==> src/hw/rtl/ukvt_pkg.sv <==
// Package for the unordered key/value table: action and status codes,
// controller state type and the command/status structs between ctrl and datapath.
// No dependencies.
`default_nettype none

package ukvt_pkg;

   typedef logic [1:0] action_code_type;
   typedef logic [1:0] status_code_type;

   localparam action_code_type ACT_LOOKUP = 2'd0;
   localparam action_code_type ACT_ASSIGN = 2'd1;
   localparam action_code_type ACT_ERASE  = 2'd2;

   localparam status_code_type STATUS_OK     = 2'd0;
   localparam status_code_type STATUS_ABSENT = 2'd1;
   localparam status_code_type STATUS_FULL   = 2'd2;

   typedef enum logic [4:0] {
      S_IDLE    = 5'b00001,
      S_SCAN    = 5'b00010,
      S_FETCH   = 5'b00100,
      S_MOVE    = 5'b01000,
      S_RESPOND = 5'b10000
   } state_type;

   typedef struct packed {
      logic start;       // latch request beat, restart search
      logic scan;        // issue table reads, compare
      logic finish;      // conclude search, apply assign, capture result
      logic fetch_last;  // read last entry for erase
      logic move;        // write last entry into freed slot
      logic load_rsp;    // load output register
   } ctrl_cmd_type;

   typedef struct packed {
      logic scan_done;
      logic hit;
      logic is_erase;
      logic rsp_free;
   } ctrl_status_type;

endpackage

`default_nettype wire

==> src/hw/rtl/ukvt_channels.sv <==
// Valid/ready channel interfaces for request and response beats.
// Depends on ukvt_pkg.
`default_nettype none

interface ukvt_req_if #(
   parameter int KEY_BITS   = 32,
   parameter int VALUE_BITS = 32
);
   logic                         valid;
   logic                         ready;
   ukvt_pkg::action_code_type    action;
   logic [KEY_BITS-1:0]          key;
   logic [VALUE_BITS-1:0]        new_value;

   modport source (output valid, output action, output key, output new_value, input ready);
   modport sink   (input valid, input action, input key, input new_value, output ready);
endinterface

interface ukvt_rsp_if #(
   parameter int VALUE_BITS = 32,
   parameter int COUNT_BITS = 5
);
   logic                         valid;
   logic                         ready;
   ukvt_pkg::status_code_type    status;
   logic [VALUE_BITS-1:0]        found_value;
   logic [COUNT_BITS-1:0]        entry_count;

   modport source (output valid, output status, output found_value, output entry_count,
                   input ready);
   modport sink   (input valid, input status, input found_value, input entry_count,
                   output ready);
endinterface

`default_nettype wire

==> src/hw/rtl/ukvt_ctrl.sv <==
// Controller state machine for the key/value table: sequences search,
// erase move and response load. Depends on ukvt_pkg.
`default_nettype none

module ukvt_ctrl (
   input  logic                       clock,
   input  logic                       reset,
   input  logic                       req_valid,
   output logic                       req_ready,
   input  ukvt_pkg::ctrl_status_type  stat,
   output ukvt_pkg::ctrl_cmd_type     cmd
);
   import ukvt_pkg::*;

   state_type state_ff, state_in;

   always_ff @(posedge clock) begin
      if (reset) begin
         state_ff <= S_IDLE;
      end else begin
         state_ff <= state_in;
      end
   end

   assign req_ready = (state_ff == S_IDLE);

   always_comb begin
      state_in = state_ff;
      cmd      = '0;
      case (state_ff)
         S_IDLE: begin
            if (req_valid) begin
               cmd.start = 1'b1;
               state_in  = S_SCAN;
            end
         end
         S_SCAN: begin
            cmd.scan = 1'b1;
            if (stat.scan_done) begin
               cmd.finish = 1'b1;
               state_in   = (stat.is_erase && stat.hit) ? S_FETCH : S_RESPOND;
            end
         end
         S_FETCH: begin
            cmd.fetch_last = 1'b1;
            state_in       = S_MOVE;
         end
         S_MOVE: begin
            cmd.move = 1'b1;
            state_in = S_RESPOND;
         end
         S_RESPOND: begin
            if (stat.rsp_free) begin
               cmd.load_rsp = 1'b1;
               state_in     = S_IDLE;
            end
         end
         default: begin
            state_in = S_IDLE;
         end
      endcase
   end

endmodule

`default_nettype wire

==> src/hw/rtl/ukvt_datapath.sv <==
// Datapath for the key/value table: key and value memories, request and
// search registers, entry count and output register. Depends on ukvt_pkg.
`default_nettype none

module ukvt_datapath #(
   parameter int DEPTH      = 16,
   parameter int KEY_BITS   = 32,
   parameter int VALUE_BITS = 32,
   parameter int COUNT_BITS = 5
) (
   input  logic                       clock,
   input  logic                       reset,
   input  ukvt_pkg::ctrl_cmd_type     cmd,
   output ukvt_pkg::ctrl_status_type  stat,
   input  ukvt_pkg::action_code_type  req_action,
   input  logic [KEY_BITS-1:0]        req_key,
   input  logic [VALUE_BITS-1:0]      req_new_value,
   output logic                       rsp_valid,
   input  logic                       rsp_ready,
   output ukvt_pkg::status_code_type  rsp_status,
   output logic [VALUE_BITS-1:0]      rsp_found_value,
   output logic [COUNT_BITS-1:0]      rsp_entry_count
);
   import ukvt_pkg::*;

   localparam int ADDR_BITS = $clog2(DEPTH);

   logic [KEY_BITS-1:0]   key_mem [DEPTH];
   logic [VALUE_BITS-1:0] val_mem [DEPTH];

   action_code_type       action_ff;
   logic [KEY_BITS-1:0]   key_ff;
   logic [VALUE_BITS-1:0] value_ff;
   logic [COUNT_BITS-1:0] count_ff, count_in;
   logic [COUNT_BITS-1:0] idx_ff, idx_in;
   logic                  pipe_valid_ff, pipe_valid_in;
   logic [ADDR_BITS-1:0]  pipe_idx_ff;
   logic [KEY_BITS-1:0]   key_rd_ff;
   logic [VALUE_BITS-1:0] val_rd_ff;
   logic [ADDR_BITS-1:0]  pos_ff, pos_in;
   status_code_type       res_status_ff, res_status_in;
   logic [VALUE_BITS-1:0] res_found_ff, res_found_in;
   logic                  rsp_valid_ff;
   status_code_type       rsp_status_ff;
   logic [VALUE_BITS-1:0] rsp_found_ff;
   logic [COUNT_BITS-1:0] rsp_count_ff;

   logic                  more, issue, hit, is_nop, rsp_free;
   logic                  rd_en, wr_en;
   logic [ADDR_BITS-1:0]  rd_addr, wr_addr;
   logic [KEY_BITS-1:0]   wr_key;
   logic [VALUE_BITS-1:0] wr_val;
   logic [COUNT_BITS-1:0] last_idx;

   assign more     = (idx_ff < count_ff);
   assign issue    = cmd.scan && more;
   // read data at stage after issue belongs to pipe_idx_ff
   assign hit      = pipe_valid_ff && (key_rd_ff == key_ff);
   assign is_nop   = (action_ff != ACT_LOOKUP) && (action_ff != ACT_ASSIGN) &&
                     (action_ff != ACT_ERASE);
   assign rsp_free = !rsp_valid_ff || rsp_ready;
   assign last_idx = count_ff - COUNT_BITS'(1);

   assign stat.scan_done = is_nop || hit || (!pipe_valid_ff && !more);
   assign stat.hit       = hit;
   assign stat.is_erase  = (action_ff == ACT_ERASE);
   assign stat.rsp_free  = rsp_free;

   assign rd_en   = issue || cmd.fetch_last;
   assign rd_addr = cmd.fetch_last ? last_idx[ADDR_BITS-1:0] : idx_ff[ADDR_BITS-1:0];

   assign idx_in        = issue ? idx_ff + COUNT_BITS'(1) : idx_ff;
   assign pipe_valid_in = issue;

   always_comb begin
      wr_en         = 1'b0;
      wr_addr       = pipe_idx_ff;
      wr_key        = key_ff;
      wr_val        = value_ff;
      count_in      = count_ff;
      pos_in        = pos_ff;
      res_status_in = res_status_ff;
      res_found_in  = res_found_ff;
      if (cmd.finish) begin
         res_status_in = STATUS_OK;
         res_found_in  = '0;
         case (action_ff)
            ACT_LOOKUP: begin
               if (hit) begin
                  res_found_in = val_rd_ff;
               end else begin
                  res_status_in = STATUS_ABSENT;
               end
            end
            ACT_ASSIGN: begin
               if (hit) begin
                  wr_en = 1'b1;
               end else if (count_ff < COUNT_BITS'(DEPTH)) begin
                  wr_en    = 1'b1;
                  wr_addr  = count_ff[ADDR_BITS-1:0];
                  count_in = count_ff + COUNT_BITS'(1);
               end else begin
                  res_status_in = STATUS_FULL;
               end
            end
            ACT_ERASE: begin
               if (hit) begin
                  pos_in = pipe_idx_ff;
               end else begin
                  res_status_in = STATUS_ABSENT;
               end
            end
            default: begin
               res_status_in = STATUS_OK;
            end
         endcase
      end else if (cmd.move) begin
         wr_en    = 1'b1;
         wr_addr  = pos_ff;
         wr_key   = key_rd_ff;
         wr_val   = val_rd_ff;
         count_in = last_idx;
      end
   end

   // memories: one registered read port, one write port
   always_ff @(posedge clock) begin
      if (rd_en) begin
         key_rd_ff <= key_mem[rd_addr];
         val_rd_ff <= val_mem[rd_addr];
      end
      if (wr_en) begin
         key_mem[wr_addr] <= wr_key;
         val_mem[wr_addr] <= wr_val;
      end
   end

   always_ff @(posedge clock) begin
      if (cmd.start) begin
         action_ff <= req_action;
         key_ff    <= req_key;
         value_ff  <= req_new_value;
      end
      pipe_idx_ff   <= idx_ff[ADDR_BITS-1:0];
      pos_ff        <= pos_in;
      res_status_ff <= res_status_in;
      res_found_ff  <= res_found_in;
      if (cmd.load_rsp) begin
         rsp_status_ff <= res_status_ff;
         rsp_found_ff  <= res_found_ff;
         rsp_count_ff  <= count_ff;
      end
   end

   always_ff @(posedge clock) begin
      if (reset) begin
         count_ff      <= '0;
         idx_ff        <= '0;
         pipe_valid_ff <= 1'b0;
         rsp_valid_ff  <= 1'b0;
      end else begin
         count_ff <= count_in;
         if (cmd.start) begin
            idx_ff        <= '0;
            pipe_valid_ff <= 1'b0;
         end else begin
            idx_ff        <= idx_in;
            pipe_valid_ff <= pipe_valid_in;
         end
         if (cmd.load_rsp) begin
            rsp_valid_ff <= 1'b1;
         end else if (rsp_ready) begin
            rsp_valid_ff <= 1'b0;
         end
      end
   end

   assign rsp_valid       = rsp_valid_ff;
   assign rsp_status      = rsp_status_ff;
   assign rsp_found_value = rsp_found_ff;
   assign rsp_entry_count = rsp_count_ff;

   a_count_bound: assert property (@(posedge clock) disable iff (reset)
      count_ff <= COUNT_BITS'(DEPTH))
      else $error("entry count above table depth");

   a_move_shrinks: assert property (@(posedge clock) disable iff (reset)
      cmd.move |=> count_ff == $past(count_ff) - COUNT_BITS'(1))
      else $error("erase move did not shrink count by one");

   a_load_free: assert property (@(posedge clock) disable iff (reset)
      cmd.load_rsp |-> rsp_free)
      else $error("output register overwritten while beat pending");

endmodule

`default_nettype wire

==> src/hw/rtl/unordered_key_value_table_top.sv <==
// Unordered key/value table, linear search over a packed table of DEPTH pairs.
// A request is searched entry by entry until a hit or the end of the table; an unused action
// ends the search at once, and an erase that hits adds the fetch-last and move states.
// One request in flight; the next beat is accepted the cycle after the response is loaded,
// and the search issues one memory read per cycle.
// Reset (synchronous): count and handshake state cleared; table contents are kept.
`default_nettype none

module unordered_key_value_table_top #(
   parameter int DEPTH      = 16,
   parameter int KEY_BITS   = 32,
   parameter int VALUE_BITS = 32
) (
   input  logic           clock,
   input  logic           reset,
   ukvt_req_if.sink       req_if,
   ukvt_rsp_if.source     rsp_if
);
   import ukvt_pkg::*;

   localparam int COUNT_BITS = $clog2(DEPTH + 1);

   ctrl_cmd_type    cmd;
   ctrl_status_type stat;
   logic            req_ready;

   ukvt_ctrl u_ctrl (
      .clock     (clock),
      .reset     (reset),
      .req_valid (req_if.valid),
      .req_ready (req_ready),
      .stat      (stat),
      .cmd       (cmd)
   );

   assign req_if.ready = req_ready;

   ukvt_datapath #(
      .DEPTH      (DEPTH),
      .KEY_BITS   (KEY_BITS),
      .VALUE_BITS (VALUE_BITS),
      .COUNT_BITS (COUNT_BITS)
   ) u_datapath (
      .clock           (clock),
      .reset           (reset),
      .cmd             (cmd),
      .stat            (stat),
      .req_action      (req_if.action),
      .req_key         (req_if.key),
      .req_new_value   (req_if.new_value),
      .rsp_valid       (rsp_if.valid),
      .rsp_ready       (rsp_if.ready),
      .rsp_status      (rsp_if.status),
      .rsp_found_value (rsp_if.found_value),
      .rsp_entry_count (rsp_if.entry_count)
   );

endmodule

`default_nettype wire
==> src/flat_wrapper.sv <==
// flat-port wrapper written by rule: the top's interface ports become plain ports
module unordered_key_value_table_top_flat import ukvt_pkg::*;
#(
   parameter int DEPTH      = 16,
   parameter int KEY_BITS   = 32,
   parameter int VALUE_BITS = 32
)
  (clock, reset, req_if_valid, req_if_action, req_if_key, req_if_new_value, req_if_ready, rsp_if_valid, rsp_if_status, rsp_if_found_value, rsp_if_entry_count, rsp_if_ready);
  ukvt_req_if #(.KEY_BITS(KEY_BITS), .VALUE_BITS(VALUE_BITS)) req_if_i ();
  ukvt_rsp_if #(.VALUE_BITS(VALUE_BITS)) rsp_if_i ();
  input  logic clock;
  input  logic reset;
  input wire logic [$bits(req_if_i.valid)-1:0] req_if_valid;
  input wire logic [$bits(req_if_i.action)-1:0] req_if_action;
  input wire logic [$bits(req_if_i.key)-1:0] req_if_key;
  input wire logic [$bits(req_if_i.new_value)-1:0] req_if_new_value;
  output wire logic [$bits(req_if_i.ready)-1:0] req_if_ready;
  output wire logic [$bits(rsp_if_i.valid)-1:0] rsp_if_valid;
  output wire logic [$bits(rsp_if_i.status)-1:0] rsp_if_status;
  output wire logic [$bits(rsp_if_i.found_value)-1:0] rsp_if_found_value;
  output wire logic [$bits(rsp_if_i.entry_count)-1:0] rsp_if_entry_count;
  input wire logic [$bits(rsp_if_i.ready)-1:0] rsp_if_ready;
  assign req_if_i.valid = req_if_valid;
  assign req_if_i.action = req_if_action;
  assign req_if_i.key = req_if_key;
  assign req_if_i.new_value = req_if_new_value;
  assign req_if_ready = req_if_i.ready;
  assign rsp_if_valid = rsp_if_i.valid;
  assign rsp_if_status = rsp_if_i.status;
  assign rsp_if_found_value = rsp_if_i.found_value;
  assign rsp_if_entry_count = rsp_if_i.entry_count;
  assign rsp_if_i.ready = rsp_if_ready;
  unordered_key_value_table_top #(.DEPTH(DEPTH), .KEY_BITS(KEY_BITS), .VALUE_BITS(VALUE_BITS)) u_core (.clock(clock), .reset(reset), .req_if(req_if_i), .rsp_if(rsp_if_i));
endmodule
==> config.mk <==
export PLATFORM = sky130hd
export DESIGN_NAME = unordered_key_value_table_top_flat
export DESIGN_NICKNAME = d
export VERILOG_FILES = /design/src/hw/rtl/ukvt_pkg.sv /design/src/hw/rtl/ukvt_channels.sv /design/src/hw/rtl/ukvt_ctrl.sv /design/src/hw/rtl/ukvt_datapath.sv /design/src/hw/rtl/unordered_key_value_table_top.sv /design/src/flat_wrapper.sv
export SDC_FILE = /design/constraint.sdc
export NUM_CORES = 2
export LEC_CHECK = 0
export BUFFER_PORTS_ARGS = -buffer_cell sky130_fd_sc_hd__buf_2
export CORE_MARGIN = 10
export CORE_UTILIZATION = 40
export CTS_CLUSTER_SIZE = 40
export DETAILED_ROUTE_END_ITERATION = 10
export GPL_ROUTABILITY_DRIVEN = 0
export HOLD_SLACK_MARGIN = 0.06
export PLACE_DENSITY = 0.6
export SYNTH_ARGS = -nofsm -noshare
export SYNTH_HDL_FRONTEND = slang
export SYNTH_SLANG_ARGS = --single-unit
==> constraint.sdc <==
create_clock -name clock -period 4.8 [get_ports clock]
set_input_delay 0 -clock clock [delete_from_list [all_inputs] [get_ports clock]]
set_output_delay 0 -clock clock [all_outputs]
set_load 0.02 [all_outputs]
### Yosys cells after proc, flatten, opt, wreduce, memory -nomap -nowiden

Memory sizes are Yosys's and may differ from the RTL's. A register that Yosys moved wholly into a read port is not among the register bits.
Index checks and enable logic that the tools add are counted.

* RAM bits: 1024
* ROM bits: 0
* latch bits: 0
* output and inout port bits: 41
* logic and storage cells: 102
* register bits: 164
* memories: 2
* input port bits: 70

Memories
* u_core.u_datapath.key_mem: words 16, bits a word 32, read ports 1, clocked after memory_dff 1, write ports 1, RTL line ukvt_datapath.sv:28 `logic [KEY_BITS-1:0] key_mem [DEPTH];`
* u_core.u_datapath.val_mem: words 16, bits a word 32, read ports 1, clocked after memory_dff 1, write ports 1, RTL line ukvt_datapath.sv:29 `logic [VALUE_BITS-1:0] val_mem [DEPTH];`

* eq/ne operators: 16
* multipliers: 0
* muxes and demuxes: 41
* shift operators: 0
* divide/modulo/power cells: 0
* reductions and logical operators: 23
* add/subtract/negate cells: 3
* magnitude comparators: 2
* bitwise operators: 0

Operators by type and width (number)
* $mux W32: 4
* $mux W5: 9
* $eq A32 B32 Y1: 1
* $pmux W5 S5: 1
* $mux W4: 6
* $mux W1: 17
* $ne A2 B2 Y1 const B: 6
* $add A5 B1 Y5 const B: 2
* $logic_and A1 B1 Y1: 6
* $mux W2: 3
* $reduce_and A3 Y1: 2
* $reduce_bool A2 Y1: 3
* $eq A5 B1 Y1 const B: 1
* $eq A5 B2 Y1 const B: 1
* $eq A5 B3 Y1 const B: 1
* $eq A5 B4 Y1 const B: 1
* $eq A5 B5 Y1 const B: 1
* $lt A5 B5 Y1: 1
* $lt A5 B5 Y1 const B: 1
* $sub A5 B1 Y5 const B: 1
* $logic_or A1 B1 Y1: 4
* $ne A2 B1 Y1 const B: 2
* $pmux W2 S2: 1
* $reduce_and A4 Y1: 1
* 6 further kinds: 9

### Longest topological paths before layout

* word-level depth: 10
* mapped depth: 10
* mapped depth without buffers: 9

### Hierarchy

From an unflattened synthesis, not the netlist that was laid out.

* cells, all modules: 2321
* area, all modules: 47840.9 um^2

By module, submodules not included
* ukvt_datapath: instances 1, cells an instance 2289, seq. area each 37285.8 um^2, area each 47553.1 um^2
* ukvt_ctrl: instances 1, cells an instance 32, seq. area each 100.1 um^2, area each 287.8 um^2

### Worst setup path before layout

Ideal clock, no wire load.

* kind: reg2reg
* from: register u_core.u_datapath.count_ff[3]
* to: memory u_core.u_datapath.key_mem[4][0], enable pin
* stages on the path, launching flop included: 11
* period minus slack after synthesis: 5.176 ns
* setup slack: -0.376 ns
* data required time: 4.314 ns
* setup time: 0.486 ns
* data arrival time: 4.690 ns
* path buffers: 2
* cells stage by stage: dfxtp_1 -> inv_1 -> ha_1 -> a21oi_1 -> o211ai_1 -> and3_1 -> buf_2 -> buf_6 -> o31ai_1 -> nand3_1 -> nor2_1

* cells in the longest elaborated chain, start to end: 9
* elaborated cells between the ends (all ways): 17

Ends and longest elaborated chain
* from (decl): RTL line ukvt_datapath.sv:34 `logic [COUNT_BITS-1:0] count_ff, count_in;`
* from (signal assigned): RTL line ukvt_datapath.sv:162 `count_ff <= count_in;`
* $lt A5 B5 Y1: RTL line ukvt_datapath.sv:55 `assign more = (idx_ff < count_ff);`
* $logic_not A1 Y1: RTL line ukvt_datapath.sv:64 `assign stat.scan_done = is_nop || hit || (!pipe_valid_ff && !more);`
* $logic_and A1 B1 Y1: RTL line ukvt_datapath.sv:64
* $logic_or A1 B1 Y1: RTL line ukvt_datapath.sv:64
* $mux W1: RTL line ukvt_ctrl.sv:39 `if (stat.scan_done) begin`
* $mux W2: RTL line ukvt_ctrl.sv:30 `case (state_ff)`
* $mux W1: RTL line ukvt_datapath.sv:84 `if (cmd.finish) begin`
* $mux W1: RTL line ukvt_datapath.sv:132 `if (wr_en) begin`
* $mux W1 (not written as such): RTL line ukvt_datapath.sv:133 `key_mem[wr_addr] <= wr_key;`
* to (decl): RTL line ukvt_datapath.sv:28

Several ways; a longest one is shown, not always the timed one.

### Final worst setup path

* from: register u_core.u_datapath.count_ff[2]
* to: memory u_core.u_datapath.key_mem[13][9], enable pin

The elaborated chain is that of the path after synthesis.

==> results by group <==
Status
  • Outcome: complete, no violations

Timing
  • Final Skew: 0.0188 ns
  • Final Setup Violations: 0
  • Worst-Margin Slew: 0.947 ns
  • Setup_tns: 0 ns
  • Final Hold Vio Count: 0
  • Count of pins over their slew limit: 0
  • Final period util: 77.1%
  • Hold_ws: 0.0817 ns
  • RSZ-0062 raised after global routing: false
  • Post-layout min period: 3.70 ns
  • Slew headroom: 36.9%
  • Max Freq: 270 MHz

Synthesis
  • Largest family of logic cells by synthesized area: multiplexers
  • Proportion of synthesized area in mux cells: 16.2%
  • Simple-Gate Fraction of Synth Area: 2.97%
  • Xor and xnor fraction of the mapped netlist area: 0.732%
  • Adder-Cell Fraction of Synth Area: 0.183%
  • Synth Register Bits: 1252
  • Top FF cell, synth: edfxtp_1
  • Mapped cell area: 47900 sq um
  • Compound-Gate Fraction of Synth Area: 0.651%
  • Synth warn: 0
  • Post-synth EDFFs: 1231
  • Mean Syn Cell Area: 21.5 sq um
  • Post-Syn Instances: 2229
  • Syn nets: 2306
  • Seq/Total Area, Yosys: 78.1%
  • Distinct cells, synth: 51
  • FFs w/ async S/R, synth: 0%

Critical path
  • Endpoint class of the critical path: flip-flop
  • Slowest library cell on the worst path: and3_1
  • Critical Path Start Type: flip-flop
  • CP max stage delay: 0.66 ns
  • Req. time, crit path: 5.12 ns
  • Crit Path Max Fanout: 64
  • Crit-path cells: inv_1, ha_1, nand2_1, o211ai_1, and3_1, a211o_2, nand3_1, nor2_4, buf_12
  • Worst Setup Path Type: flip-flop to flip-flop
  • CP arrival: 4.02 ns

Routing
  • Max Used Layer: met4
  • Routed Antenna Nets: 0
  • Drc violations: 0
  • Wirelength per Cell: 23.8 um
  • First-pass DRT Iterations: 7
  • Vias per inst: 5.17
  • Routed length on met3: 5170 um
  • M1 WL: 44200 um
  • Met2 WL post-DR: 49600 um
  • DRT Wirelength: 101000 um
  • Vias: 21.9k
  • Drt initial violations: 1632

CTS
  • Clock Latency Late Sink: 0.69 ns
  • Deepest clock path buffer count: 3
  • Resized Gates After CTS: 0
  • Root Driver: clkbuf_16
  • CTS tree: yes
  • Worst-path clk slew: 0.06 ns
  • Num CTS Buffers: 121
  • CTS H-tree depth: 3
  • TritonCTS sink count: 1252

Global route
  • Global Route Usage Sum: 14.9%
  • Number of global-route vias before repair: 23.6k
  • Largest net degree at the start of global routing: 87
  • Global-route wire length before repair: 153000 um
  • GRT overflow: 0
  • Antenna violations before repair: 1

Pwr
  • P_leak: 19.4 nW
  • Pwr/cell area: 394 nW/um^2
  • Max VDD drop: 309 uV

Floorplanning
  • Row count: 126
  • Die ar.: 134000 sq um
  • Placeable Area: 118000 sq um
  • Horiz. Die Dim: 366 um
  • IO Pins: 111
  • Initial Util: 40.4%
  • Chip height: 366 um

Final layout
  • Final Net Count: 2617
  • FF/Latch Area: 37400 sq um
  • Filler instances: 9653
  • Synthesis-to-layout area growth: 16.9%
  • Share of cells above drive strength 1: 23.8%
  • Inserted Diodes: 0
  • Area taken by multi-input logic gates: 10100 sq um

Place
  • DP HPWL: 53800 um
  • PortBufs: 110

Worst hold path
  • HP Class: primary input to flip-flop

Job
  • Max-cap violations: 0
-- registers in the layout, summed over array words and instances, names as in the netlist, 32 cells and up --
| register | flops |
|---|---|
| u_core.u_datapath.key_mem | 512 |
| u_core.u_datapath.val_mem | 512 |
| u_core.u_datapath.key_ff | 32 |
| u_core.u_datapath.key_rd_ff | 32 |
| u_core.u_datapath.res_found_ff | 32 |
| u_core.u_datapath.rsp_found_value | 32 |
| u_core.u_datapath.val_rd_ff | 32 |
| u_core.u_datapath.value_ff | 32 |
-- cell usage after synthesis (all sizes together), types with 2 or more instances --
library cell | n | area [sq um]
nor2 | 48 | 180
or2 | 2 | 12.5
ha | 7 | 87.6
mux2i | 196 | 1960
nor3 | 8 | 50.1
clkbuf | 39 | 148
nor4 | 7 | 58.8
nand2 | 202 | 758
a21oi | 7 | 38.8
o31a | 5 | 43.8
o21ai | 5 | 28.8
inv | 10 | 37.5
nand3b | 4 | 30.0
mux2 | 3 | 33.8
mux4 | 256 | 5770
a211oi | 2 | 20.0
buf | 62 | 370
nand3 | 7 | 35.0
o2111ai | 3 | 32.5
nand2b | 3 | 18.8
o31ai | 5 | 37.5
xor2 | 30 | 263
dfxtp | 21 | 420
edfxtp | 1231 | 37000
nand4 | 5 | 31.3
and2 | 33 | 206
xnor2 | 10 | 87.6
and3 | 2 | 12.5
a41oi | 4 | 35.0
-- logic make-up (layout without fill, tap and decap cells) --
family                   count (synthesis)  after routing
adder cells (fa/ha/maj)                  7              7
multiplexers                           455            455
flip-flops                            1252           1252
XOR/XNOR                                40             40
AO/OA/AOI/OAI                           39             39
buffers and inverters                  112            527
AND/OR/NAND/NOR                        324            324
-- critical path, delay by kind of cell, from the launching register on --
kind	cells	cell delay (ns)
fa+ha+maj	1	0.30
buf+inv	2	0.59
simple gates	4	1.27
compound gates	2	0.64
flops	1	0.48
-- per-stage QoR --
stage | cells | area (sq um) | setup slack (ns) | total power [mW] | utilization [%]
after floorplan | 2229 | 47900 | -0.376 | 12.7 | -
after global placement | 3890 | 50800 | 1.24 | 12.9 | 42.9
after detailed placement | 3890 | 50800 | 1.14 | 12.9 | 42.9
after CTS | 4244 | 56000 | 1.11 | 22.3 | 47.3
after global routing | 4244 | 56000 | 0.918 | 22.8 | 47.3
final | 4244 | 56000 | 1.10 | 22.0 | 47.3
-- path summary, 6_finish.rpt --
check | from | end | slack (ns) | cells past startpoint
setup / recovery | u_core.u_datapath.count_ff[2] | u_core.u_datapath.key_mem[13][9] | 1.10 | 9
hold / removal | req_if_key[17] | u_core.u_datapath.key_ff[17] | 0.08 | 2
setup reg to reg | u_core.u_datapath.count_ff[2] | u_core.u_datapath.key_mem[13][9] | 1.10 | 9
hold reg to reg | u_core.u_datapath.res_found_ff[0] | u_core.u_datapath.rsp_found_value[0] | 0.42 | 0
-- what timing repair did --
| action | in CTS | in global routing |
|---|---|---|
| buffers inserted | 0 | 0 |
| hold endpoints to repair | 99 | 0 |
| hold buffers | 127 | 0 |
-- power by group --
| group | switching (mW) | leakage [nW] | total [mW] | internal, mW |
|---|---|---|---|---|
| Clock | 3.94 | 1.90 | 9.31 | 5.37 |
| Sequential | 0.0484 | 11.4 | 12.2 | 12.2 |
| Combinational | 0.358 | 6.12 | 0.514 | 0.156 |
| Total | 4.34 | 19.4 | 22.0 | 17.7 |
-- placed cells by master (no fill, tap or decap), types with 7 or more instances in the layout --
cell type / synthesis / final
dfxtp_1: 21 / 21
xor2_1: 30 / 30
edfxtp_1: 1231 / 1231
nor2_4: 0 / 16
nand2_1: 202 / 201
bufinv_16: 0 / 13
xnor2_1: 10 / 10
nor2_1: 48 / 32
mux4_2: 256 / 256
clkbuf_1: 38 / 28
clkinv_1: 0 / 24
and2_1: 33 / 32
dlygate4sd3_1: 0 / 127
clkbuf_16: 0 / 122
buf_12: 0 / 25
ha_1: 7 / 7
inv_1: 10 / 10
mux2i_1: 196 / 196
buf_4: 27 / 27
clkinv_2: 0 / 26
buf_2: 23 / 110
-- cell type report --
class	count	area share, %
clock buffer	151	5.67
clock inverter	76	1.30
inverter	11	0.0827
multi-input combinational	865	18.1
sequential	1252	66.8
tap	1600	3.58
timing repair buffer	289	4.51
-- layer usage --
layer	vias up	global-route usage, %
met3	138	2.70
met1	11600	20.3
li1	9699	-
met4	0	3.87
met5	-	0
met2	488	24.6
Note: power is estimated with default switching activity, not from simulation.
